===== src/rtl/core/nsng_ram.sv =====
module nsng_ram #(
   parameter int WIDTH = 8,
   parameter int DEPTH = 64
) (
   input  logic                     clock,
   input  logic                     wr_en,
   input  logic [$clog2(DEPTH)-1:0] wr_addr,
   input  logic [WIDTH-1:0]         wr_data,
   input  logic                     rd_en,
   input  logic [$clog2(DEPTH)-1:0] rd_addr,
   output logic [WIDTH-1:0]         rd_data
);

   logic [WIDTH-1:0] mem_ff [DEPTH];
   logic [WIDTH-1:0] rd_data_ff;

   always_ff @(posedge clock) begin
      if (wr_en) begin
         mem_ff[wr_addr] <= wr_data;
      end
      if (rd_en) begin
         rd_data_ff <= mem_ff[rd_addr];
      end
   end

   assign rd_data = rd_data_ff;

endmodule


===== config.mk =====
export PLATFORM = sky130hd
export DESIGN_NAME = nsng_ram
export DESIGN_NICKNAME = d
export VERILOG_FILES = /design/src/rtl/core/nsng_ram.sv
export SDC_FILE = /design/constraint.sdc
export NUM_CORES = 1
export LEC_CHECK = 0
export BUFFER_PORTS_ARGS = -buffer_cell sky130_fd_sc_hd__buf_2
export CORE_ASPECT_RATIO = 1.4
export CORE_MARGIN = 2
export CORE_UTILIZATION = 56
export DETAILED_ROUTE_END_ITERATION = 12
export HOLD_SLACK_MARGIN = 0.05
export PLACE_DENSITY = 0.75
export SLEW_MARGIN = 20
export SYNTH_ARGS = -nofsm -noshare
export SYNTH_HDL_FRONTEND = slang
export SYNTH_SLANG_ARGS = --single-unit

===== constraint.sdc =====
create_clock -name clock -period 1.8 [get_ports clock]
set_input_delay 0.09 -clock clock [delete_from_list [all_inputs] [get_ports clock]]
set_output_delay 0.09 -clock clock [all_outputs]
set_load 0.02 [all_outputs]

# After elaboration in Yosys (flattened, before gate mapping)
# Memories as Yosys holds them, arrays and structs flattened. A register that Yosys moved wholly into a read port is not among the register bits.
# Cells that the tools add are included.
[word_totals]
ramBits = 512
input_bits = 23
latch_bits = 0
register_bits = 0
out_inout_bits = 8
romBits = 0
word_cells = 3
memories = 1
[classes]
bitwise_logic = 0
n_addsub = 0
div_mod_pow = 0
shifts = 0
muxes = 2
n_lt_le_gt_ge = 0
reduce_logical = 0
n_eq_ne = 0
multipliers = 0
[mem_list]
columns = ["name", "depth", "width", "rd", "rd_ports_with_merged_regs", "wr", "line", "text"]
rows = [
  ["mem_ff", 64, 8, 1, 1, 1, "14", "logic [WIDTH-1:0] mem_ff [DEPTH];"],
]
[op_table]
columns = ["operator", "n"]
rows = [
  ["$mux W1", 2],
]

# Longest topological paths before layout
# Gate-level depths: netlist of run 1.
[logic_depth]
word_depth = 2
depth_mapped = 9
depth_no_buf = 5

# Least setup slack after synthesis of run 1
# No wires, ideal clock.
[synth_path]
path_type = "input -> register"
start = "in rd_addr[1]"
end = "reg rd_data_ff[3], in the netlist rd_data[3], read port of mem_ff (data pin)"
arrival_time_ps = 1630
path_stages = 7
required_time_ps = 1534
setup_time_ps = 266
path_buffers = 3
path_slack_ps = -96
path_cell_list = "buf_4 > buf_2 > buf_2 > mux4_2 > mux4_2 > o21ai_1 > o41ai_1"
[synth_lines]
columns = ["element", "line", "text"]
rows = [
  ["start, declared", "10", "input logic [$clog2(DEPTH)-1:0] rd_addr,"],
  ["end, declared", "15", "logic [WIDTH-1:0] rd_data_ff;"],
]

==> results of run 1 <==
[metal layers]
layer  global-route usage  vias to the layer above  routed length [um]
li1                     -                     4288                   -
met1               0.3172                     5245               16220
met2               0.4251                      428               23330
met3              0.03441                       95                2979
met4              0.08859                        0                1550
met5                    0                        -                   0
[worst paths after layout]
path                                              start              endpoint  depth (start not counted)
worst max-delay path            mem_ff[15][2]$_DFFE_PP_  rd_data[2]$_DFFE_PP_                          6
worst min-delay path                         rd_addr[5]  rd_data[4]$_DFFE_PP_                          3
worst max register to register  mem_ff[15][2]$_DFFE_PP_  rd_data[2]$_DFFE_PP_                          6
worst min register to register   mem_ff[4][7]$_DFFE_PP_  rd_data[7]$_DFFE_PP_                          4
[through the flow]
stage	power (mW)	instance area, um2	setup TNS [ns]
floorplan	14.45	20270	0
global placement	15.05	22000	-3.583
CTS	24.41	23600	-1.002
finish	24.28	23600	-1.031
global route	24.90	23600	-1.375
detailed placement	15.09	22000	-3.764
[critical path: cells and delay by family, from the launching register on]
family	cells	cell delay, ns
buffers and inverters	1	0.14
multiplexers	2	0.97
AND/OR/NAND/NOR	2	0.14
flip-flops	1	0.38
AO/OA/AOI/OAI	1	0.12
[cell type report]
cell class                 count  area [um2]  share of cell area
clock buffer                  58        1217             0.05158
clock inverter                21       202.7            0.008588
multi-input combinational    369        4434              0.1879
sequential                   520       15620              0.6616
tap                          462       578.1             0.02449
timing repair buffer         186        1555             0.06589
[state kept, by name, indices dropped and copies added, names as in the netlist]
signal	count
mem_ff	512
rd_data	8
[cells in the mapped netlist (all sizes together)]
| cell | number | area (um2) |
|---|---|---|
| o22ai | 8 | 50.05 |
| nor3 | 7 | 35.03 |
| mux2i | 23 | 230.2 |
| a211oi | 4 | 30.03 |
| o2bb2ai | 3 | 26.28 |
| o32ai | 2 | 17.52 |
| clkbuf | 17 | 63.81 |
| o2111ai | 3 | 26.28 |
| nor2 | 83 | 311.6 |
| nor2b | 14 | 87.58 |
| and2 | 1 | 6.260 |
| o41ai | 2 | 17.52 |
| a221oi | 6 | 52.55 |
| nand2b | 7 | 43.79 |
| a31oi | 1 | 6.260 |
| o21a | 2 | 15.01 |
| nor4 | 2 | 12.51 |
| nand3b | 3 | 22.52 |
| o221a | 2 | 22.52 |
| nand4b | 1 | 8.760 |
| edfxtp | 520 | 15610 |
| mux4 | 126 | 2838 |
| a2111oi | 2 | 17.52 |
| a22oi | 3 | 22.52 |
| mux2 | 13 | 146.4 |
| nand4 | 2 | 12.51 |
| o21ai | 4 | 20.02 |
| or3 | 1 | 6.260 |
| buf | 34 | 252.7 |
| o311ai | 1 | 8.760 |
| o221ai | 8 | 70.07 |
| nand2 | 19 | 71.32 |
| nand3 | 13 | 65.06 |
| a21oi | 3 | 15.01 |
[cell families after synthesis]
| group | after synthesis | synth area share |
|---|---|---|
| compound gates | 54 | 0.02064 |
| buf+inv | 51 | 0.01563 |
| mux | 162 | 0.1588 |
| simple gates | 153 | 0.03374 |
| flops | 520 | 0.7712 |
[power by group]
| group | switching [mW] | internal [mW] |
|---|---|---|
| clock | 4.06 | 5.34 |
| sequential | 0.0347 | 13.4 |
| combinational | 0.817 | 0.606 |
[what timing repair did]
| action | CTS | global route |
|---|---|---|
| pin swaps | 2 | 1 |
| resized for setup | 22 | 1 |
| hold endpoints to repair | 137 | 0 |
| hold buffers | 7 | 0 |
| buffers inserted | 0 | 0 |
| setup endpoints to repair | 8 | 8 |
==> flow_metrics.tcl, run 1 <==
set metrics [dict create \
    status "complete, but fails checks" \
    violations "negative setup slack" \
    max_stage_delay_ns 0.49 \
    rrSetupSlack_ns -0.20 \
    postRouteAntennaNets 0 \
    nets 1145 \
    via_per_inst 6.223 \
    clockBufferDepth 3 \
    fmax_mhz 500.1 \
    coreArea_um2 35700 \
    instances_no_fill 1616 \
    routabilityCongestion 0.8584 \
    grt_first_pass_wirelength_um 66810 \
    critical_path_arrival_ns 2.31 \
    route.detailed.drc 0 \
    power.density_nw_per_um2 1029 \
    mostFrequentLayoutCells "edfxtp_1 (520), buf_4 (136), mux4_2 (126), nor2_1 (80), clkbuf_16 (47)" \
    fill_cells 2208 \
    required_ns 2.12 \
    groute.usage.overall 0.2450 \
    clkTransAtPathRegs_ns 0.06 \
    synth_cell_types 39 \
    grt_max_degree 65 \
    post-route-util 0.6611 \
    rows 82 \
    cp_common_cell "mux4_2" \
    cts_root_buf "clkbuf_16" \
    setup_slack_ns -0.1995 \
    antenna_found_initial 0 \
    wl_um 44070 \
    drt-initial-drc-count 1102 \
    total_leakage_power_nw 7.678 \
    htree_levels 2 \
    end_kind "flop" \
    drive_above_1_share 0.3432 \
    cts_tree "done" \
    synth-seq-cells 520 \
    final_common_cell "edfxtp_1" \
    die_y_um 229.0 \
    path_class "reg2reg" \
    start_kind "flop" \
    max-cap-violations 0 \
    slowest_stage "mux4_2" \
    final_max_slew_viol_count 0 \
    cp_max_fo 1 \
    areaGrowthSynthToFinish_pct 16.57 \
    synth_nets 963 \
    first_pass_iters 6 \
    finalCriticalPeriod_ns 1.999 \
    start_util 0.5671 \
    setup_violations 8 \
    hp-class "in2reg" \
    dieArea_um2 37710 \
    syn_area_per_cell_um2 21.54 \
    io_buffers 30 \
    yosysSeqAreaShare 0.7712 \
    n_antenna_cell 0 \
    hold_viol_final 0 \
    skew_ns 0.02138 \
    slew_headroom 0.4516 \
    io_pins 31 \
    clk_latency_ns 0.57 \
    grt_pass1_vias 10670 \
    preCtsSetupSlack_ns -0.6284 \
    ir_drop_mv 0.6044 \
    die_w_um 164.7 \
    numCtsBuffers 45 \
    rsz0062_at_grt "true" \
    num_vias 10060 \
    cp_cell_sequence "mux4_2, mux4_2, nor2_1, buf_4, nor3_2, o2bb2ai_1" \
    clock_sinks 520 \
    place_hpwl_um 28420 \
    fin_crit_sh 1.111 \
    wire_per_inst_um 27.27 \
    timing.hold.ws_ns 0.09401 \
    dp_cells 1530 \
    grt_overflow 0 \
    worst_pin_slew_ns 0.8226 \
    synth_area_um2 20250 \
    syn_inst 940 \
    ys_warn_count 0 \
]
Note: power is estimated with default switching activity, not from simulation.
==> run 2: changes to the inputs <==
--- a/config.mk
+++ b/config.mk
@@ -6,7 +6,7 @@
 export NUM_CORES = 1
 export LEC_CHECK = 0
 export BUFFER_PORTS_ARGS = -buffer_cell sky130_fd_sc_hd__buf_2
-export CORE_ASPECT_RATIO = 1.4
+export CORE_ASPECT_RATIO = 1.2
 export CORE_MARGIN = 2
 export CORE_UTILIZATION = 56
 export DETAILED_ROUTE_END_ITERATION = 12
==> run 2 against run 1 <==
- the run still ends with negative setup slack left
- combinational power is 4% higher
- cell count rose by 1.2%
- via count increased by 2.9%
- largest cell class unchanged
- largest power group unchanged
==> flow_metrics.tcl, run 2 (synthesis gave the netlist of run 1 again) <==
set metrics [dict create \
    hp-class "in2reg" \
    post-route-util 0.6685 \
    setup_violations 8 \
    cts_tree "done" \
    cp_max_fo 1 \
    cp_top_family "multiplexers" \
    drive_above_1_share 0.3590 \
    rows 76 \
    hold_path_end "mem_ff[32][6]$_DFFE_PP_" \
    ir_drop_mv 0.7533 \
    path_class "reg2reg" \
    first_pass_iters 5 \
    wl_um 46510 \
    finalCriticalPeriod_ns 1.976 \
    clkTransAtPathRegs_ns 0.06 \
    reg2reg_depth 5 \
    start_kind "flop" \
    worst_pin_slew_ns 0.7382 \
    violations "negative setup slack" \
    place_hpwl_um 29170 \
    start_util 0.5663 \
    antenna_found_initial 0 \
    skew_ns 0.01204 \
    cp_cell_sequence "mux4_2, mux2_4, a221oi_4, buf_6, o2bb2ai_4" \
    route.detailed.drc 0 \
    power.density_nw_per_um2 1069 \
    fmax_mhz 506.0 \
    io_pins 31 \
    num_vias 10350 \
    groute.usage.overall 0.2552 \
    cts_setup_buffers 0 \
    io_buffers 30 \
    end_kind "flop" \
    nets 1154 \
    clockBufferDepth 3 \
    die_y_um 212.3 \
    cts_root_buf "clkbuf_16" \
    top_register "mem_ff" \
    required_ns 2.11 \
    grt_max_degree 65 \
    rsz0062_at_grt "true" \
    die_w_um 177.6 \
    r2r_end "rd_data[1]$_DFFE_PP_" \
    grt_first_pass_wirelength_um 68720 \
    slowest_stage "mux4_2" \
    clock_sinks 520 \
    slew_headroom 0.5079 \
    status "complete, but fails checks" \
    stdcell_area_um2 23900 \
    final_common_cell "edfxtp_1" \
    htree_levels 2 \
    coreArea_um2 35750 \
    grt_pass1_vias 10600 \
    max-cap-violations 0 \
    final_max_slew_viol_count 0 \
    areaGrowthSynthToFinish_pct 18.06 \
    drt-initial-drc-count 1223 \
    rrSetupSlack_ns -0.18 \
    grt_overflow 0 \
    routabilityCongestion 0.9406 \
    hold_depth 1 \
    dieArea_um2 37700 \
    max_stage_delay_ns 0.48 \
    fin_crit_sh 1.098 \
    largest_register_ffs 512 \
    total_leakage_power_nw 7.826 \
    clk_latency_ns 0.56 \
    hp-start "wr_data[6]" \
    r2r_start "mem_ff[46][1]$_DFFE_PP_" \
    via_per_inst 6.323 \
    numCtsBuffers 47 \
    hold_viol_final 0 \
    mostFrequentLayoutCells "edfxtp_1 (520), buf_4 (148), mux4_2 (126), nor2_1 (79), clkbuf_16 (49)" \
    dp_cells 1547 \
    place_area_um2 22030 \
    critical_path_arrival_ns 2.29 \
    cp.buffers_inverters 1 \
    setup_slack_ns -0.1762 \
    postRouteAntennaNets 0 \
    instances_no_fill 1636 \
    wire_per_inst_um 28.43 \
]
[run 2: cell count changes in the layout (fill, tap and decap cells not counted), moves of 4 or more]
cell           previous run  this run
buf_12                   16        11
bufinv_16                 4        10
buf_4                   136       148
dlygate4sd3_1             7         3
[run 2: stage by stage]
stage	setup TNS [ns]	worst slack [ns]	hold WS [ns]	power (mW)
after global routing	-1.258	-0.2009	0.07957	26.11
final	-1.058	-0.1762	0.06289	25.55
after floorplan	0	0.004126	0.1889	14.45
after CTS	-0.8901	-0.1317	0.05694	25.62
after detailed placement	-3.369	-0.4736	0.4710	15.09
after global placement	-3.062	-0.4400	0.4716	15.06
[run 2: how the worst max path moves through the flow]
stage,start,to,cells after the start
2_1_floorplan,rd_addr[0],rd_data[7]$_DFFE_PP_,7
3_5_place_dp,rd_addr[0],rd_data[1]$_DFFE_PP_,8
3_3_place_gp,rd_addr[0],rd_data[7]$_DFFE_PP_,7
6_report,mem_ff[46][1]$_DFFE_PP_,rd_data[1]$_DFFE_PP_,5
4_1_cts,mem_ff[46][1]$_DFFE_PP_,rd_data[1]$_DFFE_PP_,5
5_1_grt,mem_ff[24][6]$_DFFE_PP_,rd_data[6]$_DFFE_PP_,5
[run 2: layout make-up]
| cell class | instances | area, um2 |
|---|---|---|
| well taps | 468 | 585.6 |
| clock inverters | 27 | 384.1 |
| repair buffers | 193 | 1544 |
| flip-flops and latches | 520 | 15620 |
| multi-input cells | 369 | 4512 |
| diodes | 1 | 2.502 |
| clock buffers | 58 | 1260 |
| fillers | 2197 | 11850 |
[run 2: repair_timing]
action | in CTS | in global routing
hold endpoints to repair | 54 | 0
pin swaps | 9 | 1
hold buffers | 3 | 0
endpoints found under the setup margin | 8 | 8
resized for setup | 25 | 12
[run 2: layer usage]
layer  vias to the layer above  global-route usage  share of wire
li1                       4320                   -              -
met1                      5393              0.3375           0.38
met2                       513              0.4256           0.51
met3                       119             0.04292          0.075
met4                         0              0.1054          0.042
met5                         -                   0              0
[run 2: power breakdown]
group / total (mW) / switching (mW) / internal [mW]
registers: 13.5 / 0.0403 / 13.4
clock network: 10.6 / 4.22 / 6.40
logic: 1.47 / 0.852 / 0.615
total: 25.5 / 5.11 / 20.4
[run 2: worst register-to-register path: cells and delay by family (launching register included)]
kind / cells / cell delay (ns)
flip-flops: 1 / 0.37
multiplexers: 2 / 0.79
buffers and inverters: 1 / 0.17
AO/OA/AOI/OAI: 2 / 0.40
