<file path="src/rtl/core/nsng_pkg.sv">
package nsng_pkg;

   localparam int DATA_WIDTH      = 32;
   localparam int MAX_LEN_DEFAULT = 64;

   typedef struct packed {
      logic signed [DATA_WIDTH-1:0] value;
      logic                         last_in;
   } req_type;

   typedef struct packed {
      logic                         found;
      logic signed [DATA_WIDTH-1:0] answer;
      logic                         last_out;
   } rsp_type;

endpackage

</file>
<file path="src/rtl/core/nsng_ram.sv">
module nsng_ram #(
   parameter int WIDTH = 8,
   parameter int DEPTH = 64
) (
   input  logic                     clock,
   input  logic                     wr_en,
   input  logic [$clog2(DEPTH)-1:0] wr_addr,
   input  logic [WIDTH-1:0]         wr_data,
   input  logic                     rd_en,
   input  logic [$clog2(DEPTH)-1:0] rd_addr,
   output logic [WIDTH-1:0]         rd_data
);

   logic [WIDTH-1:0] mem_ff [DEPTH];
   logic [WIDTH-1:0] rd_data_ff;

   always_ff @(posedge clock) begin
      if (wr_en) begin
         mem_ff[wr_addr] <= wr_data;
      end
      if (rd_en) begin
         rd_data_ff <= mem_ff[rd_addr];
      end
   end

   assign rd_data = rd_data_ff;

endmodule

</file>
<file path="src/rtl/core/nsng_stack.sv">
module nsng_stack #(
   parameter int MAX_LEN = nsng_pkg::MAX_LEN_DEFAULT
) (
   input  logic                                clock,
   input  logic                                reset,
   input  logic                                pop_lower,
   input  logic                                go,
   input  logic                                clear,
   input  logic signed [nsng_pkg::DATA_WIDTH-1:0] key,
   input  logic [$clog2(MAX_LEN)-1:0]          idx,
   output logic                                ready,
   output logic                                pop_valid,
   output logic [$clog2(MAX_LEN)-1:0]          pop_pos
);
   import nsng_pkg::*;

   localparam int IW = $clog2(MAX_LEN);
   localparam int CW = $clog2(MAX_LEN + 1);
   localparam int EW = DATA_WIDTH + IW;

   typedef enum logic [1:0] {
      ST_IDLE,
      ST_START,
      ST_CHECK
   } state_type;

   state_type                     state_ff, state_in;
   logic [CW-1:0]                 top_ff, top_in;
   logic signed [DATA_WIDTH-1:0]  key_ff, key_in;
   logic [IW-1:0]                 idx_ff, idx_in;

   logic                          wr_en, rd_en;
   logic [IW-1:0]                 wr_addr, rd_addr;
   logic [EW-1:0]                 wr_data, rd_data;
   logic signed [DATA_WIDTH-1:0]  t_val;
   logic [IW-1:0]                 t_idx;
   logic [CW-1:0]                 top_m1, top_m2;
   logic                          pop;

   // each entry holds the value alongside its position
   nsng_ram #(.WIDTH(EW), .DEPTH(MAX_LEN)) u_ram (
      .clock   (clock),
      .wr_en   (wr_en),
      .wr_addr (wr_addr),
      .wr_data (wr_data),
      .rd_en   (rd_en),
      .rd_addr (rd_addr),
      .rd_data (rd_data)
   );

   assign t_val  = rd_data[EW-1:IW];
   assign t_idx  = rd_data[IW-1:0];
   assign top_m1 = top_ff - CW'(1);
   assign top_m2 = top_ff - CW'(2);
   assign pop    = pop_lower ? (t_val < key_ff) : (t_val > key_ff);

   always_comb begin
      state_in  = state_ff;
      top_in    = top_ff;
      key_in    = key_ff;
      idx_in    = idx_ff;
      wr_en     = 1'b0;
      wr_addr   = top_ff[IW-1:0];
      wr_data   = {key_ff, idx_ff};
      rd_en     = 1'b0;
      rd_addr   = top_m1[IW-1:0];
      pop_valid = 1'b0;
      pop_pos   = t_idx;
      case (state_ff)
         ST_IDLE: begin
            if (clear) begin
               top_in = '0;
            end
            if (go) begin
               key_in   = key;
               idx_in   = idx;
               state_in = ST_START;
            end
         end
         ST_START: begin
            if (top_ff == '0) begin
               wr_en    = 1'b1;
               wr_addr  = '0;
               top_in   = CW'(1);
               state_in = ST_IDLE;
            end else begin
               rd_en    = 1'b1;
               state_in = ST_CHECK;
            end
         end
         ST_CHECK: begin
            if (pop) begin
               pop_valid = 1'b1;
               if (top_ff == CW'(1)) begin
                  // emptied: new item takes the bottom slot
                  wr_en    = 1'b1;
                  wr_addr  = '0;
                  state_in = ST_IDLE;
               end else begin
                  rd_en   = 1'b1;
                  rd_addr = top_m2[IW-1:0];
                  top_in  = top_m1;
               end
            end else begin
               wr_en    = 1'b1;
               top_in   = top_ff + CW'(1);
               state_in = ST_IDLE;
            end
         end
         default: begin
            state_in = ST_IDLE;
         end
      endcase
   end

   always_ff @(posedge clock) begin
      if (reset) begin
         state_ff <= ST_IDLE;
         top_ff   <= '0;
      end else begin
         state_ff <= state_in;
         top_ff   <= top_in;
      end
      key_ff <= key_in;
      idx_ff <= idx_in;
   end

   assign ready = (state_ff == ST_IDLE);

endmodule

</file>
<file path="config.mk">
export PLATFORM = sky130hd
export DESIGN_NAME = nsng_stack
export DESIGN_NICKNAME = d
export VERILOG_FILES = /design/src/rtl/core/nsng_pkg.sv /design/src/rtl/core/nsng_ram.sv /design/src/rtl/core/nsng_stack.sv
export SDC_FILE = /design/constraint.sdc
export NUM_CORES = 2
export LEC_CHECK = 0
export BUFFER_PORTS_ARGS = -buffer_cell sky130_fd_sc_hd__buf_4
export CORE_MARGIN = 4
export CORE_UTILIZATION = 60
export DETAILED_ROUTE_END_ITERATION = 6
export HOLD_SLACK_MARGIN = 0.05
export MAX_ROUTING_LAYER = met4
export PLACE_DENSITY = 0.78
export SLEW_MARGIN = 0
export SYNTH_ARGS = -nofsm -noshare
export SYNTH_HDL_FRONTEND = slang
export SYNTH_SLANG_ARGS = --single-unit
</file>
<file path="constraint.sdc">
create_clock -name clock -period 9.3 [get_ports clock]
set_clock_uncertainty 0.1 [all_clocks]
set_input_delay 1.86 -clock clock [delete_from_list [all_inputs] [get_ports clock]]
set_output_delay 1.86 -clock clock [all_outputs]
set_load 0.01 [all_outputs]
</file>
# Word level (Yosys, flattened, before mapping)
# Memories as Yosys holds them, arrays and structs flattened. A register that Yosys moved wholly into a read port is not among the register bits.
# Index checks and enable logic that the tools add are counted.
[word_totals] reg_bits=47 wordCells=54 ramBits=2432 out_inout_bits=8 n_memories=1 rom_bits=0 latch_bits=0 inputBits=43
[mem_list] memory="u_ram.mem_ff" words=64 width=38 read_ports=1 rd_ports_with_merged_regs=1 wr=1 line_no="nsng_ram.sv:14" rtl="logic [WIDTH-1:0] mem_ff [DEPTH];"
[classes] n_bitwise=0 add_sub_neg=3 mux=30 n_mul=0 div=0 n_reduce_logical=6 shift=0 eq_ne=8 order_cmp=2
[op_table] cell="$mux W6" n=6
[op_table] cell="$gt A32 B32 Y1" n=1
[op_table] cell="$lt A32 B32 Y1" n=1
[op_table] cell="$mux W7" n=4
[op_table] cell="$pmux W7 S3" n=1
[op_table] cell="$pmux W6 S2" n=1
[op_table] cell="$mux W1" n=11
[op_table] cell="$mux W2" n=4
[op_table] cell="$add A7 B1 Y7 const B" n=1
[op_table] cell="$eq A7 B1 Y1 const B" n=1
[op_table] cell="$logic_not A7 Y1" n=1
[op_table] cell="$sub A7 B1 Y7 const B" n=1
[op_table] cell="$ne A2 B2 Y1 const B" n=3
[op_table] cell="$ne A3 B3 Y1 const B" n=2
[op_table] cell="$pmux W2 S3" n=1
[op_table] cell="$sub A6 B2 Y6 const B" n=1
[op_table] cell="$pmux W1 S2" n=2
[op_table] cell="$reduce_and A2 Y1" n=2
[op_table] cell="$reduce_and A4 Y1" n=1
[op_table] cell="$reduce_bool A3 Y1" n=1
[op_table] cell="$eq A2 B1 Y1 const B" n=1
[op_table] cell="$eq A2 B2 Y1 const B" n=1
[op_table] cell="$logic_not A2 Y1" n=1

# Logic depth before layout (Yosys ltp)
[logic_depth] word_depth=6 depth_mapped=19

# Modules after synthesis
# From an unflattened synthesis, not the netlist that was laid out.
[unflattened] hier_cells=4306 area_unflattened_um2=96550.1
[by_module_without_submodules] module="nsng_ram" cells_each=3989 n_inst=1 area_each_um2=93319.5 seq_area_each_um2=74171.1
[by_module_without_submodules] module="nsng_stack" cells_each=317 n_inst=1 area_each_um2=3230.6 seq_area_each_um2=1321.3

# Worst setup path before layout
# OpenSTA, ideal clock, no wires.
[synth_timing] kind="reg2reg" from="register key_ff[14]" to="register u_ram.rd_data_ff[0] (netlist: u_ram.rd_data[0]), read port of u_ram.mem_ff, enable pin" path_stages_with_launch=10 arrival_time_ns=5.627 slack_ns=3.081 cell_sequence="edfxtp_1 -> inv_1 -> ha_1 -> nand4_1 -> nor3_1 -> o21ai_1 -> a31o_1 -> a211oi_4 -> nand2_2 -> a21boi_0"
[synth_via] elab_chain_cells=4 elab_cells_between_ends=7 cone_classes="order compare: 2; mux: 5"
[synth_lines] element="start: declaration" line_no="nsng_stack.sv:29" rtl="logic signed [DATA_WIDTH-1:0] key_ff, key_in;"
[synth_lines] element="start signal: assignment" line_no="nsng_stack.sv:124" rtl="key_ff <= key_in;"
[synth_lines] element="$gt A32 B32 Y1 or $lt A32 B32 Y1 (tied branches)" line_no="nsng_stack.sv:55" rtl="assign pop = pop_lower ? (t_val < key_ff) : (t_val > key_ff);"
[synth_lines] element="$mux W1 *" line_no="nsng_stack.sv:55"
[synth_lines] element="$mux W1 *" line_no="nsng_stack.sv:92" rtl="if (pop) begin"
[synth_lines] element="$pmux W1 S2 *" line_no="nsng_stack.sv:69" rtl="case (state_ff)"
[synth_lines] element="net rd_en" line_no="nsng_stack.sv:32" rtl="logic wr_en, rd_en;"
[synth_lines] element="end: declaration" line_no="nsng_ram.sv:15" rtl="logic [WIDTH-1:0] rd_data_ff;"
# The timed path passes the listed nets; every way through them passes the cells marked *.
# A chain may end at the register's enable or synchronous reset.

# Worst setup path in the final report
[layout_timing] from="register key_ff[11]" to="register u_ram.rd_data_ff[25] (netlist: u_ram.rd_data[25]), read port of u_ram.mem_ff, data pin"
[layout_via] elab_chain_cells=4 elab_cells_between_ends=7 cone_classes="order compare: 2; mux: 5"
[layout_lines] element="$gt A32 B32 Y1 or $lt A32 B32 Y1 (tied branches)" line_no="nsng_stack.sv:55"
[layout_lines] element="$mux W1 *" line_no="nsng_stack.sv:55"
[layout_lines] element="$mux W1 or $mux W6 (tied branches)" line_no="nsng_stack.sv:92"
[layout_lines] element="$pmux W1 S2 or $mux W6 (tied branches)" line_no="nsng_stack.sv:69"
# Mark *: on every way between the ends. The rest lies on a longest branch, timed or not.

==> impl_results.md <==
* CTS Sinks at 2517
* CP Data Required Time at 9770 ps
* Cells after Synth at 6301
* Top cell type's share of synthesized area at 76.4%
* Clock Path Buffers at 3
* Power per cell area at 207 nW/um^2
* Maximum vdd drop at 0.218 mV
* Final setup fails at 0
* YS warnings at 0
* Non-Filler Instances at 8721
* Row cnt at 148
* Fin. Hold Viols at 0
* Die Footprint at 171000 sq um
* Setup TNS at 0 ps
* Run status: finished clean
* Crit Path Category: register to register
* Initial core utilization at 60.5%
* 1st-pass router iterations at 7
* Via density at 6.72
* Number of global-route vias before repair at 55788
* CTS tree: yes
* Largest net degree at the start of global routing at 134
* CTS H-Tree Depth at 4
* Final ANT Viol Nets at 0
* Synthesized area at 98600 sq um
* Unique cell type count in the Yosys netlist at 69
* Cells after DPL at 8284
* Maxcap violations at 0
* Synth top area cells: edfxtp_1, mux2i_1, nand2_1, o22ai_1, and3_1
* Seq cells post-synth at 2517
* Sequential element share of the synthesized area at 76.6%
* Worst Setup Start Kind: register
* Routability cong. at 0.951
* Initial antenna violation count at 16
* Count of pins over their slew limit at 0
* Filler instances at 10397
* RSZ-0062 raised after global routing: false
* Tightest Pin Transition at 1490 ps
* CP endpoint kind: register
* Num ports at 51
* Fin util at 67.1%
* Layout cells sized above 1 at 9.64%
* Minimum clock period at 7750 ps
* Hold_ws at 421 ps
* Avg Cell Area, Syn at 15.6 sq um
* Placed cell area at 102000 sq um
* Prevailing post-synth register cell: edfxtp_1
* Final Cell Area at 109000 sq um
* Final WL at 258 mm
* Initial drt markers at 9997
* First-pass GRT wire length at 371 mm
* Post-CTS Resized at 0
* Nets at 6429
* Die Span Y at 413 microns
* Hold Crit Class: register to register
* Die width at 413 microns
* Core area at 163000 sq um
* Worst-path fanout max at 67
* Post CTS Setup Buffer Count at 0
* Area grow syn2layout at 10.9%
* Async S/R FF share, synth at 0%
* EDFF count, synth at 2508
* Port Buffers at 50
* DRC Markers at 0
* All-Layer GR Usage at 30.6%
* DP Wirelength at 140 mm
* Synth cell count leaders: edfxtp_1, nand2_1, mux2i_1
* Total CTS buffers at 231
* Total gr overflow at 0
* CTS clk-pin slew, worst paths at 70 ps
* Count leader, synth: edfxtp_1
* Final cycle utilization of the critical path at 83.3%
* Root buf cell: clkbuf_16
* Wire per inst at 29.6 microns
* Worst EP arrival at 8220 ps
* F_max at 129 MHz
* Clock latency on the worst-skew pair at 880 ps
* Post-Synthesis Net Count at 6388
* Area leader, netlist: edfxtp_1
* P_leak at 0.0397 uW
* Vias at 58605
* Hold-fix buffers, CTS at 0
* Max-slew headroom at 0.625%
[cell usage in the layout (no fill, tap or decap), types with 4 or more instances in the layout]
master | synthesis | routed
a211oi_1 | 82 | 82
a21o_1 | 6 | 6
a21oi_1 | 25 | 25
a222oi_1 | 72 | 72
a22oi_1 | 73 | 73
a311oi_1 | 74 | 74
a31oi_1 | 86 | 86
a32oi_1 | 42 | 42
and2_1 | 10 | 6
and3_1 | 159 | 159
and4_1 | 37 | 37
buf_12 | 0 | 13
buf_4 | 29 | 203
bufinv_16 | 0 | 22
clkbuf_1 | 177 | 53
clkbuf_16 | 0 | 236
clkinv_1 | 0 | 63
clkinv_2 | 0 | 36
dfxtp_1 | 9 | 9
diode_2 | 0 | 13
edfxtp_1 | 2508 | 2508
ha_1 | 44 | 44
inv_1 | 47 | 47
inv_6 | 0 | 6
mux2i_1 | 642 | 642
nand2_1 | 1097 | 1096
nand3_1 | 169 | 165
nand3_4 | 0 | 4
nand4_1 | 88 | 88
nor2_1 | 91 | 24
nor2_4 | 0 | 69
nor3_1 | 7 | 5
nor3_2 | 2 | 4
nor4_1 | 4 | 4
o21ai_0 | 178 | 178
o21ai_1 | 60 | 59
o22ai_1 | 225 | 224
[where the power goes]
| group | switching [uW] | total [uW] | internal (uW) |
|---|---|---|---|
| Sequential | 11.7 | 12500 | 12500 |
| Clock | 4070 | 9320 | 5250 |
| Combinational | 577 | 764 | 187 |
[area by class of cell]
class / instances / area, sq um / area share [%]
well taps: 2175 / 2720 / 2.49
repair buffers: 216 / 1780 / 1.63
flip-flops and latches: 2517 / 75500 / 69.0
diodes: 13 / 32.5 / 0.0298
inverters: 47 / 176 / 0.161
clock buffers: 289 / 6100 / 5.58
clock inverters: 135 / 1300 / 1.19
multi-input cells: 3329 / 21700 / 19.9
[path summary, 6_finish.rpt]
| kind | start | to | slack, ps | cells past startpoint |
|---|---|---|---|---|
| setup / recovery | key_ff[11] | u_ram.rd_data[25] | 1550 | 16 |
| hold / removal | top_ff[6] | top_ff[6] | 420 | 2 |
| setup reg to reg | key_ff[11] | u_ram.rd_data[25] | 1550 | 16 |
| hold reg to reg | top_ff[6] | top_ff[6] | 420 | 2 |
[state kept, by name, summed over array words and instances, names as in the netlist]
register,flops
idx_ff,6
key_ff,32
u_ram.mem_ff,2432
u_ram.rd_data,38
state_ff,2
top_ff,7
[per-stage QoR]
step	worst slack [ps]	total power [uW]
after floorplan	3080	13200
after CTS	1820	22600
final	1550	22600
after global placement	2080	13500
after detailed placement	1960	13500
after global routing	1470	23200
[worst max-delay path, cell delays in order, from the launching register on]
cell and delay [ps]:
edfxtp_1 340, buf_4 550, inv_1 110, ha_1 350
nand4_1 130, nor3_1 670, o21ai_1 300, a31o_1 310
a211o_1 340, mux2i_1 190, a211o_2 630, nand3_4 1000
buf_4 740, o22ai_1 240, o21ai_0 800, and4_1 330
nand4_1 100
[per-layer routing]
| layer | vias to the layer above | GRT usage [%] | routed length, microns |
|---|---|---|---|
| met5 | - | - | 0 |
| met4 | 0 | 9.12 | 7920 |
| met3 | 543 | 7.18 | 34300 |
| met2 | 4186 | 46.4 | 121000 |
| met1 | 29259 | 41.9 | 94800 |
| li1 | 24617 | - | - |
[logic make-up (layout without fill, tap and decap cells)]
kind of cell | Yosys count | count (layout) | share of synthesized area, %
AO/OA/AOI/OAI | 956 | 956 | 6.63
XOR/XNOR | 4 | 4 | 0.0355
adder cells (fa/ha/maj) | 44 | 44 | 0.558
buffers and inverters | 455 | 687 | 2.07
flip-flops | 2517 | 2517 | 76.6
multiplexers | 647 | 647 | 6.61
other | 0 | 13 | 0
AND/OR/NAND/NOR | 1678 | 1678 | 7.52
(Power assumes the default switching activity.)
